===== src/rtl/core/swbpe_pkg.sv =====
package swbpe_pkg;

   // widest window the design supports, sets the fixed widths below
   localparam int MAX_DEPTH = 64;
   localparam int MAX_CNT_W = 7;
   localparam int MAX_PTR_W = 6;

   localparam int BLK_W     = 64;
   localparam int SIZE_W    = 5;
   localparam int SHIFT_W   = 6;
   localparam int CSR_IDX_W = 1;
   localparam int CSR_DAT_W = 6;

   // register indexes
   localparam logic [CSR_IDX_W-1:0] CSR_WINDOW_SIZE = 1'b0;
   localparam logic [CSR_IDX_W-1:0] CSR_BLOCK_SHIFT = 1'b1;

   localparam logic [SHIFT_W-1:0] BLOCK_SHIFT_RESET = 6'd16;

   // one classified access handed from front to back
   typedef struct packed {
      logic [BLK_W-1:0]     blk;
      logic [MAX_CNT_W-1:0] pairs;
      logic [MAX_PTR_W-1:0] base;
      logic [MAX_PTR_W-1:0] wr_addr;
      logic                 push;
   } swbpe_item_type;

endpackage


===== src/rtl/core/sliding_window_block_pair_emitter.sv =====
// path: each pair passes the queue entry, the window read register and the result buffer
// throughput: each access gives one pair per entry in the window (at most WINDOW_DEPTH),
//   set by the single read port of the window memory, one pair per cycle while rsp_stall is low
// reset: window empty, window_size 0, block_shift 16; window memory contents undefined,
//   no clearing pass, the block takes beats from the first cycle after reset
module sliding_window_block_pair_emitter
   import swbpe_pkg::*;
#(
   parameter int WINDOW_DEPTH = 16
)
(
   input  logic                 clock,
   input  logic                 reset,
   input  logic                 csr_write_en,
   input  logic [CSR_IDX_W-1:0] csr_index,
   input  logic [CSR_DAT_W-1:0] csr_wdata,
   input  logic                 req_valid,
   output logic                 req_stall,
   input  logic [BLK_W-1:0]     req_byte_offset,
   output logic                 rsp_valid,
   input  logic                 rsp_stall,
   output logic [BLK_W-1:0]     rsp_earlier_block,
   output logic [BLK_W-1:0]     rsp_current_block,
   output logic                 rsp_last_pair
);

   logic           fq_push, fq_full;
   swbpe_item_type fq_item;
   logic           bq_valid, bq_pop;
   swbpe_item_type bq_item;

   // front: config, block number, window bookkeeping
   swbpe_front #(
      .WINDOW_DEPTH (WINDOW_DEPTH)
   ) u_front (
      .clock           (clock),
      .reset           (reset),
      .csr_write_en    (csr_write_en),
      .csr_index       (csr_index),
      .csr_wdata       (csr_wdata),
      .req_valid       (req_valid),
      .req_byte_offset (req_byte_offset),
      .req_stall       (req_stall),
      .q_push          (fq_push),
      .q_item          (fq_item),
      .q_full          (fq_full)
   );

   // decoupling queue
   swbpe_queue u_queue (
      .clock     (clock),
      .reset     (reset),
      .push      (fq_push),
      .push_item (fq_item),
      .full      (fq_full),
      .pop_valid (bq_valid),
      .pop_item  (bq_item),
      .pop       (bq_pop)
   );

   // back: window memory walk and result buffer
   swbpe_back #(
      .WINDOW_DEPTH (WINDOW_DEPTH)
   ) u_back (
      .clock             (clock),
      .reset             (reset),
      .q_valid           (bq_valid),
      .q_item            (bq_item),
      .q_pop             (bq_pop),
      .rsp_valid         (rsp_valid),
      .rsp_stall         (rsp_stall),
      .rsp_earlier_block (rsp_earlier_block),
      .rsp_current_block (rsp_current_block),
      .rsp_last_pair     (rsp_last_pair)
   );

endmodule


===== src/rtl/core/swbpe_queue.sv =====
module swbpe_queue
   import swbpe_pkg::*;
(
   input  logic           clock,
   input  logic           reset,
   input  logic           push,
   input  swbpe_item_type push_item,
   output logic           full,
   output logic           pop_valid,
   output swbpe_item_type pop_item,
   input  logic           pop
);

   swbpe_item_type ents_ff [2];
   logic           wr_ptr_ff, wr_ptr_in;
   logic           rd_ptr_ff, rd_ptr_in;
   logic [1:0]     occ_ff, occ_in;
   logic           do_push, do_pop;

   assign full      = (occ_ff == 2'd2);
   assign pop_valid = (occ_ff != 2'd0);
   assign pop_item  = ents_ff[rd_ptr_ff];
   assign do_push   = push && !full;
   assign do_pop    = pop && pop_valid;

   // pointer and occupancy update
   always_comb begin
      wr_ptr_in = do_push ? ~wr_ptr_ff : wr_ptr_ff;
      rd_ptr_in = do_pop ? ~rd_ptr_ff : rd_ptr_ff;
      occ_in    = occ_ff;
      if (do_push && !do_pop) begin
         occ_in = occ_ff + 2'd1;
      end else if (do_pop && !do_push) begin
         occ_in = occ_ff - 2'd1;
      end
   end

   always_ff @(posedge clock) begin
      if (reset) begin
         wr_ptr_ff <= 1'b0;
         rd_ptr_ff <= 1'b0;
         occ_ff    <= 2'd0;
      end else begin
         wr_ptr_ff <= wr_ptr_in;
         rd_ptr_ff <= rd_ptr_in;
         occ_ff    <= occ_in;
      end
   end

   // entry storage
   always_ff @(posedge clock) begin
      if (do_push) begin
         ents_ff[wr_ptr_ff] <= push_item;
      end
   end

endmodule


===== src/rtl/core/swbpe_front.sv =====
module swbpe_front
   import swbpe_pkg::*;
#(
   parameter int WINDOW_DEPTH = 16
)
(
   input  logic                 clock,
   input  logic                 reset,
   input  logic                 csr_write_en,
   input  logic [CSR_IDX_W-1:0] csr_index,
   input  logic [CSR_DAT_W-1:0] csr_wdata,
   input  logic                 req_valid,
   input  logic [BLK_W-1:0]     req_byte_offset,
   output logic                 req_stall,
   output logic                 q_push,
   output swbpe_item_type       q_item,
   input  logic                 q_full
);

   localparam int CNT_W = $clog2(WINDOW_DEPTH + 1);
   localparam int PTR_W = (WINDOW_DEPTH > 1) ? $clog2(WINDOW_DEPTH) : 1;
   localparam logic [MAX_CNT_W-1:0] DEPTH_C = MAX_CNT_W'(WINDOW_DEPTH);
   localparam logic [PTR_W-1:0]     LAST_PTR = PTR_W'(WINDOW_DEPTH - 1);

   logic [SIZE_W-1:0]    window_size_ff, window_size_in;
   logic [SHIFT_W-1:0]   block_shift_ff, block_shift_in;
   logic [CNT_W-1:0]     count_ff, count_in;
   logic [PTR_W-1:0]     head_ff, head_in;
   logic                 accept;
   logic [MAX_CNT_W-1:0] size_ext, limit, cnt_ext, cnt_inc, new_cnt;
   logic [PTR_W-1:0]     head_dec;
   logic                 push_blk;

   assign accept    = req_valid && !q_full;
   assign req_stall = q_full;

   // configuration writes
   always_comb begin
      window_size_in = window_size_ff;
      block_shift_in = block_shift_ff;
      if (csr_write_en) begin
         case (csr_index)
            CSR_WINDOW_SIZE: window_size_in = csr_wdata[SIZE_W-1:0];
            CSR_BLOCK_SHIFT: block_shift_in = csr_wdata[SHIFT_W-1:0];
            default: ;
         endcase
      end
   end

   // window fill after this access
   always_comb begin
      size_ext = MAX_CNT_W'(window_size_ff);
      limit    = (size_ext > DEPTH_C) ? DEPTH_C : size_ext;
      cnt_ext  = MAX_CNT_W'(count_ff);
      cnt_inc  = cnt_ext + MAX_CNT_W'(1);
      new_cnt  = (cnt_inc > limit) ? cnt_ext : cnt_inc;
      push_blk = (new_cnt != '0);
      head_dec = (head_ff == '0) ? LAST_PTR : head_ff - PTR_W'(1);
   end

   always_comb begin
      count_in = count_ff;
      head_in  = head_ff;
      if (accept) begin
         count_in = new_cnt[CNT_W-1:0];
         if (push_blk) begin
            head_in = head_dec;
         end
      end
   end

   // classified beat for the back end
   always_comb begin
      q_push         = accept;
      q_item.blk     = req_byte_offset >> block_shift_ff;
      q_item.pairs   = cnt_ext;
      q_item.base    = MAX_PTR_W'(head_ff);
      q_item.wr_addr = MAX_PTR_W'(head_dec);
      q_item.push    = push_blk;
   end

   always_ff @(posedge clock) begin
      if (reset) begin
         window_size_ff <= '0;
         block_shift_ff <= BLOCK_SHIFT_RESET;
         count_ff       <= '0;
         head_ff        <= '0;
      end else begin
         window_size_ff <= window_size_in;
         block_shift_ff <= block_shift_in;
         count_ff       <= count_in;
         head_ff        <= head_in;
      end
   end

endmodule


===== src/rtl/core/swbpe_back.sv =====
module swbpe_back
   import swbpe_pkg::*;
#(
   parameter int WINDOW_DEPTH = 16
)
(
   input  logic             clock,
   input  logic             reset,
   input  logic             q_valid,
   input  swbpe_item_type   q_item,
   output logic             q_pop,
   output logic             rsp_valid,
   input  logic             rsp_stall,
   output logic [BLK_W-1:0] rsp_earlier_block,
   output logic [BLK_W-1:0] rsp_current_block,
   output logic             rsp_last_pair
);

   localparam int PTR_W = (WINDOW_DEPTH > 1) ? $clog2(WINDOW_DEPTH) : 1;
   localparam logic [PTR_W:0] DEPTH_C = (PTR_W + 1)'(WINDOW_DEPTH);

   typedef struct packed {
      logic [BLK_W-1:0] earlier;
      logic [BLK_W-1:0] current;
      logic             last;
   } pair_type;

   logic [BLK_W-1:0]     mem [WINDOW_DEPTH];
   logic [MAX_CNT_W-1:0] idx_ff, idx_in;
   logic [BLK_W-1:0]     rd_data_ff;
   logic [BLK_W-1:0]     rd_cur_ff;
   logic                 rd_last_ff;
   logic                 inflight_ff, inflight_in;
   pair_type             out_ff [2];
   logic                 out_wr_ff, out_rd_ff;
   logic [1:0]           out_occ_ff, out_occ_in;
   logic [1:0]           used;
   logic                 out_pop, room, issue, last_rd, wr_en, zero_pairs;
   logic [PTR_W:0]       addr_sum;
   logic [PTR_W-1:0]     rd_addr, wr_addr;

   // output side
   assign rsp_valid         = (out_occ_ff != 2'd0);
   assign out_pop           = rsp_valid && !rsp_stall;
   assign rsp_earlier_block = out_ff[out_rd_ff].earlier;
   assign rsp_current_block = out_ff[out_rd_ff].current;
   assign rsp_last_pair     = out_ff[out_rd_ff].last;

   // read credit: results buffered plus the one in flight
   assign used = out_occ_ff + 2'(inflight_ff);
   assign room = (used < 2'd2) || out_pop;

   // ring address of the window entry being read
   always_comb begin
      addr_sum = (PTR_W + 1)'(q_item.base[PTR_W-1:0]) + (PTR_W + 1)'(idx_ff[PTR_W-1:0]);
      if (addr_sum >= DEPTH_C) begin
         addr_sum = addr_sum - DEPTH_C;
      end
      rd_addr = addr_sum[PTR_W-1:0];
      wr_addr = q_item.wr_addr[PTR_W-1:0];
   end

   // sequencing over the pairs of one access
   always_comb begin
      zero_pairs  = (q_item.pairs == '0);
      issue       = q_valid && !zero_pairs && room;
      last_rd     = (idx_ff == q_item.pairs - MAX_CNT_W'(1));
      q_pop       = q_valid && (zero_pairs || (issue && last_rd));
      wr_en       = q_pop && q_item.push;
      inflight_in = issue;
      idx_in      = idx_ff;
      if (issue) begin
         idx_in = last_rd ? '0 : idx_ff + MAX_CNT_W'(1);
      end
   end

   always_comb begin
      out_occ_in = out_occ_ff;
      if (inflight_ff && !out_pop) begin
         out_occ_in = out_occ_ff + 2'd1;
      end else if (out_pop && !inflight_ff) begin
         out_occ_in = out_occ_ff - 2'd1;
      end
   end

   always_ff @(posedge clock) begin
      if (reset) begin
         idx_ff      <= '0;
         inflight_ff <= 1'b0;
         out_wr_ff   <= 1'b0;
         out_rd_ff   <= 1'b0;
         out_occ_ff  <= 2'd0;
      end else begin
         idx_ff      <= idx_in;
         inflight_ff <= inflight_in;
         out_occ_ff  <= out_occ_in;
         if (inflight_ff) begin
            out_wr_ff <= ~out_wr_ff;
         end
         if (out_pop) begin
            out_rd_ff <= ~out_rd_ff;
         end
      end
   end

   // window memory, read before write on the same edge
   always_ff @(posedge clock) begin
      if (issue) begin
         rd_data_ff <= mem[rd_addr];
         rd_cur_ff  <= q_item.blk;
         rd_last_ff <= last_rd;
      end
      if (wr_en) begin
         mem[wr_addr] <= q_item.blk;
      end
   end

   // result buffer
   always_ff @(posedge clock) begin
      if (inflight_ff) begin
         out_ff[out_wr_ff] <= '{earlier: rd_data_ff, current: rd_cur_ff, last: rd_last_ff};
      end
   end

endmodule


===== config.mk =====
export PLATFORM = sky130hd
export DESIGN_NAME = sliding_window_block_pair_emitter
export DESIGN_NICKNAME = d
export VERILOG_FILES = /design/src/rtl/core/swbpe_pkg.sv /design/src/rtl/core/sliding_window_block_pair_emitter.sv /design/src/rtl/core/swbpe_queue.sv /design/src/rtl/core/swbpe_front.sv /design/src/rtl/core/swbpe_back.sv
export SDC_FILE = /design/constraint.sdc
export NUM_CORES = 2
export LEC_CHECK = 0
export ABC_AREA = 1
export BUFFER_PORTS_ARGS = -buffer_cell sky130_fd_sc_hd__buf_2
export CAP_MARGIN = 20
export CORE_UTILIZATION = 50
export CTS_BUF_LIST = sky130_fd_sc_hd__clkbuf_4 sky130_fd_sc_hd__clkbuf_8 sky130_fd_sc_hd__clkbuf_16
export CTS_CLUSTER_SIZE = 16
export DETAILED_ROUTE_END_ITERATION = 12
export PLACE_DENSITY = 0.66
export SYNTH_ARGS = -nofsm -noshare
export SYNTH_HDL_FRONTEND = slang
export SYNTH_SLANG_ARGS = --single-unit

===== constraint.sdc =====
create_clock -name clock -period 10.1 [get_ports clock]
set_input_delay 0.505 -clock clock [delete_from_list [all_inputs] [get_ports clock]]
set_output_delay 0.505 -clock clock [all_outputs]
set_load 0.05 [all_outputs]

==> flow_metrics.env <==
export IMPL_status="completed"
export IMPL_totalWireLength_mm=148
export IMPL_gr_total_overflow=0
export IMPL_finalSetupViolCount=0
export IMPL_timing_max_transition_violations_final=0
export IMPL_grt_first_pass_wirelength_mm=223
export IMPL_cts_htree_levels=4
export IMPL_max_stage_delay_ps=1280
export IMPL_pin_count=207
export IMPL_mappedNetlistArea_sq_mm=0.0648
export IMPL_synthesis_instances=4858
export IMPL_first_global_vias=36793
export IMPL_clock_latency_on_the_worst_skew_pair_ps=770
export IMPL_place_congestion=0.915
export IMPL_routed_wire_length_per_instance_um=21.6
export IMPL_maximum_number_of_pins_on_one_net_before_global_route_repair=168
export IMPL_drcViolationCount=0
export IMPL_timing_critical_path_max_delay_family="buffers and inverters"
export IMPL_hold_viol_final=0
export IMPL_worst_setup_path_class="reg2reg"
export IMPL_timing_critical_path_buf_inv=4
export IMPL_tritoncts="done"
export IMPL_cp_max_fo=107
export IMPL_final_net_count=5083
export IMPL_grt_setup_unrepaired="false"
export IMPL_antenna_found_initial=4
export IMPL_syn_avg_cell_area_sq_um=13.3
export IMPL_worst_slew_pin_transition_ps=1080
export IMPL_count_of_port_buffers_added_during_placement=206
export IMPL_postCtsSetupRepairBufs=0
export IMPL_track_usage_pct=22.4
export IMPL_floorplan_die_height_um=362
export IMPL_postSynth_asyncResetShare_pct=0
export IMPL_clk_path_buf_depth=3
export IMPL_cp_data_arrival_time_ps=5770
export IMPL_initial_core_util_pct=50.6
export IMPL_clock_root_buffer_master="sky130_fd_sc_hd__clkbuf_16"
export IMPL_leakage_uw=0.0253
export IMPL_firstDrtPassIters=7
export IMPL_use_met1_pct=32.5
export IMPL_clock_fmax_mhz=194
export IMPL_critPathLaunchType="register"
export IMPL_area_growth_syn_to_layout_pct=12.2
export IMPL_crit_path_time_final_ps=5150
export IMPL_drive_above_1_share_pct=14.1
export IMPL_placeableCoreArea_sq_mm=0.128
export IMPL_totalNegativeSetupSlack_ps=0
export IMPL_worst_path_max_delay_cell="sky130_fd_sc_hd__fa_4"
export IMPL_clock_skew_ps=22.6
export IMPL_synthFlopType="sky130_fd_sc_hd__edfxtp_1"
export IMPL_ys_seq_elements=1605
export IMPL_grtUsageMet3_pct=3.36
export IMPL_clkSlewWorstSetupHoldPaths_ps=60
export IMPL_routed_via_density=5.71
export IMPL_synth_sequential_area_ratio_pct=73.8
export IMPL_pwr_density_cell_mw_per_mm2=297
export IMPL_floorplan_rows=131
export IMPL_vdd_ir_drop_max_mv=0.281
export IMPL_hold_class="in2reg"
export IMPL_drtIter0Drc=4211
export IMPL_max_cap_viol_count=0
export IMPL_ant_nets=0
export IMPL_grtUsageMet2_pct=35.0
export IMPL_critPathCaptureType="register"
export IMPL_path_cells="buf_4, nand2_1, nand2_1, ha_4, inv_1, fa_4, buf_4, buf_4, o21ai_0, o221ai_1, o311ai_1, nand2_1"
export IMPL_dr_total_vias=39082
export IMPL_dieWidth_um=362
export IMPL_required_time_of_the_worst_setup_path_ps=10720
export IMPL_die_area_sq_mm=0.131
export IMPL_yosysUniqueCellTypes=49
export IMPL_gr_max_usage_layer="met2"
export IMPL_clock_sinks=1605
export IMPL_number_of_cts_inserted_buffers=160
export IMPL_synthesis_nets=4951
export IMPL_slew_headroom_pct=28.1
export IMPL_hpwlAfterDp_mm=83.0
export IMPL_final_core_utilization_pct=56.8
export IMPL_synth_enable_flop_cells=1567
export IMPL_yosysWarningCount=0
export IMPL_min_period_over_period_pct=51.0
[worst reg2reg max path: stages, from the launching register on]
cell                       delay, ps
sky130_fd_sc_hd__dfxtp_2         370
sky130_fd_sc_hd__buf_4           640
sky130_fd_sc_hd__nand2_1         150
sky130_fd_sc_hd__nand2_1         130
sky130_fd_sc_hd__ha_4            130
sky130_fd_sc_hd__inv_1            60
sky130_fd_sc_hd__fa_4           1280
sky130_fd_sc_hd__buf_4           560
sky130_fd_sc_hd__buf_4           800
sky130_fd_sc_hd__o21ai_0         370
sky130_fd_sc_hd__o221ai_1        250
sky130_fd_sc_hd__o311ai_1        150
sky130_fd_sc_hd__nand2_1         120
[timing repair]
| item | 4_1_cts | 5_1_grt |
|---|---|---|
| resized for setup | 0 | 0 |
| hold buffers | 7 | 0 |
| hold endpoints to repair | 9 | 0 |
[state kept, by name (all words and copies together) (netlist names), 2 cells and up, named ones only]
signal and count:
u_queue.ents_ff 156, u_back.rd_cur_ff 64, u_front.head_ff 4, u_back.rd_data_ff 64, u_front.count_ff 5, u_front.window_size_ff 5
u_front.block_shift_ff 6, u_back.out_ff 258, u_back.out_occ_ff 2, u_back.idx_ff 7, u_queue.occ_ff 2, u_back.mem 1024
[where the power goes]
group / internal, uW / switching (uW) / total (uW)
Sequential: 8480 / 300 / 8780
Combinational: 1920 / 4970 / 6880
Clock: 3480 / 2420 / 5890
[cells in the mapped netlist, drive strengths merged (3+ instances only)]
master     n  area (sq um)
nand3    132           678
o21ai    423          2120
nand2    995          3750
a21oi    159           800
inv       97           369
o221ai   128          1120
o211ai     7          52.6
nand4      5          43.8
or2       14          87.6
buf      116           662
o21a      11          82.6
nor3      10          50.1
dfxtp     38           761
mux2     129          1450
a31oi     10          62.6
mux2i    146          1460
xor2      11           104
edfxtp  1567         47100
o311ai   128          1120
ha        16           200
clkbuf   190           722
nor4       3          25.0
nor2     515          1940
[path summary, 6_finish.rpt]
check / start / endpoint / slack, ps / cells past startpoint
worst max-delay path: register / u_back.rd_data_ff[22] / 4950 / 12
worst min register to register: u_back.rd_cur_ff[31] / u_back.out_ff[1][32] / 440 / 0
worst min-delay path: csr_wdata[5] / u_front.block_shift_ff[5] / 70 / 3
worst max register to register: register / u_back.rd_data_ff[22] / 4950 / 12
[metal layers]
| metal | vias to the layer above | share of wire (%) |
|---|---|---|
| met5 | - | 0 |
| met4 | 0 | 2.3 |
| met3 | 204 | 6.6 |
| met2 | 1365 | 47 |
| met1 | 19394 | 44 |
| li1 | 18119 | - |
[through the flow]
| step | worst slack, ps | cell area, sq um | power [uW] | hold slack [ps] | std cells |
|---|---|---|---|---|---|
| 3_5_place_dp | 5010 | 67300 | 15800 | 431 | 6550 |
| 4_1_cts | 5000 | 72700 | 21700 | 29.0 | 6846 |
| 3_3_place_gp | 5020 | 67300 | 15700 | 423 | 6550 |
| 2_1_floorplan | 3660 | 64800 | 13900 | 421 | 4858 |
| 6_report | 4950 | 72700 | 21600 | 73.5 | 6848 |
| 5_1_grt | 4610 | 72700 | 22600 | 83.4 | 6846 |
[logic make-up after synthesis]
kind of cell | Yosys count | synth area share [%]
AND/OR/NAND/NOR | 1674 | 10.1
flip-flops | 1605 | 73.8
AO/OA/AOI/OAI | 871 | 8.32
buffers and inverters | 404 | 2.71
multiplexers | 275 | 4.50
adder cells (fa/ha/maj) | 17 | 0.340
XOR/XNOR | 12 | 0.174
[placed cells by master, fill, tap and decap left out, types with 15 or more instances in the layout]
cell type / n
sky130_fd_sc_hd__clkinv_1: 32
sky130_fd_sc_hd__nand2_1: 989
sky130_fd_sc_hd__nor2_1: 495
sky130_fd_sc_hd__buf_4: 60
sky130_fd_sc_hd__clkbuf_16: 171
sky130_fd_sc_hd__mux2i_1: 146
sky130_fd_sc_hd__clkbuf_4: 38
sky130_fd_sc_hd__a21oi_1: 158
sky130_fd_sc_hd__nor2_4: 19
sky130_fd_sc_hd__buf_2: 206
sky130_fd_sc_hd__o21ai_0: 415
sky130_fd_sc_hd__edfxtp_1: 1567
sky130_fd_sc_hd__mux2_2: 129
sky130_fd_sc_hd__o221ai_1: 128
sky130_fd_sc_hd__nand3_1: 130
sky130_fd_sc_hd__inv_1: 88
sky130_fd_sc_hd__o311ai_1: 113
sky130_fd_sc_hd__dfxtp_1: 31
sky130_fd_sc_hd__clkinv_2: 25
sky130_fd_sc_hd__o311ai_0: 15
sky130_fd_sc_hd__ha_1: 15
[final cells by class]
class	count	area, sq um
Antenna cell	2	5.00
Clock buffer	211	4590
Clock inverter	78	666
Fill cell	10046	55300
Inverter	98	390
Multi-Input combinational cell	2849	15400
Sequential cell	1605	47800
Tap cell	1729	2160
Timing Repair Buffer	276	1610
(Power assumes the default switching activity.)
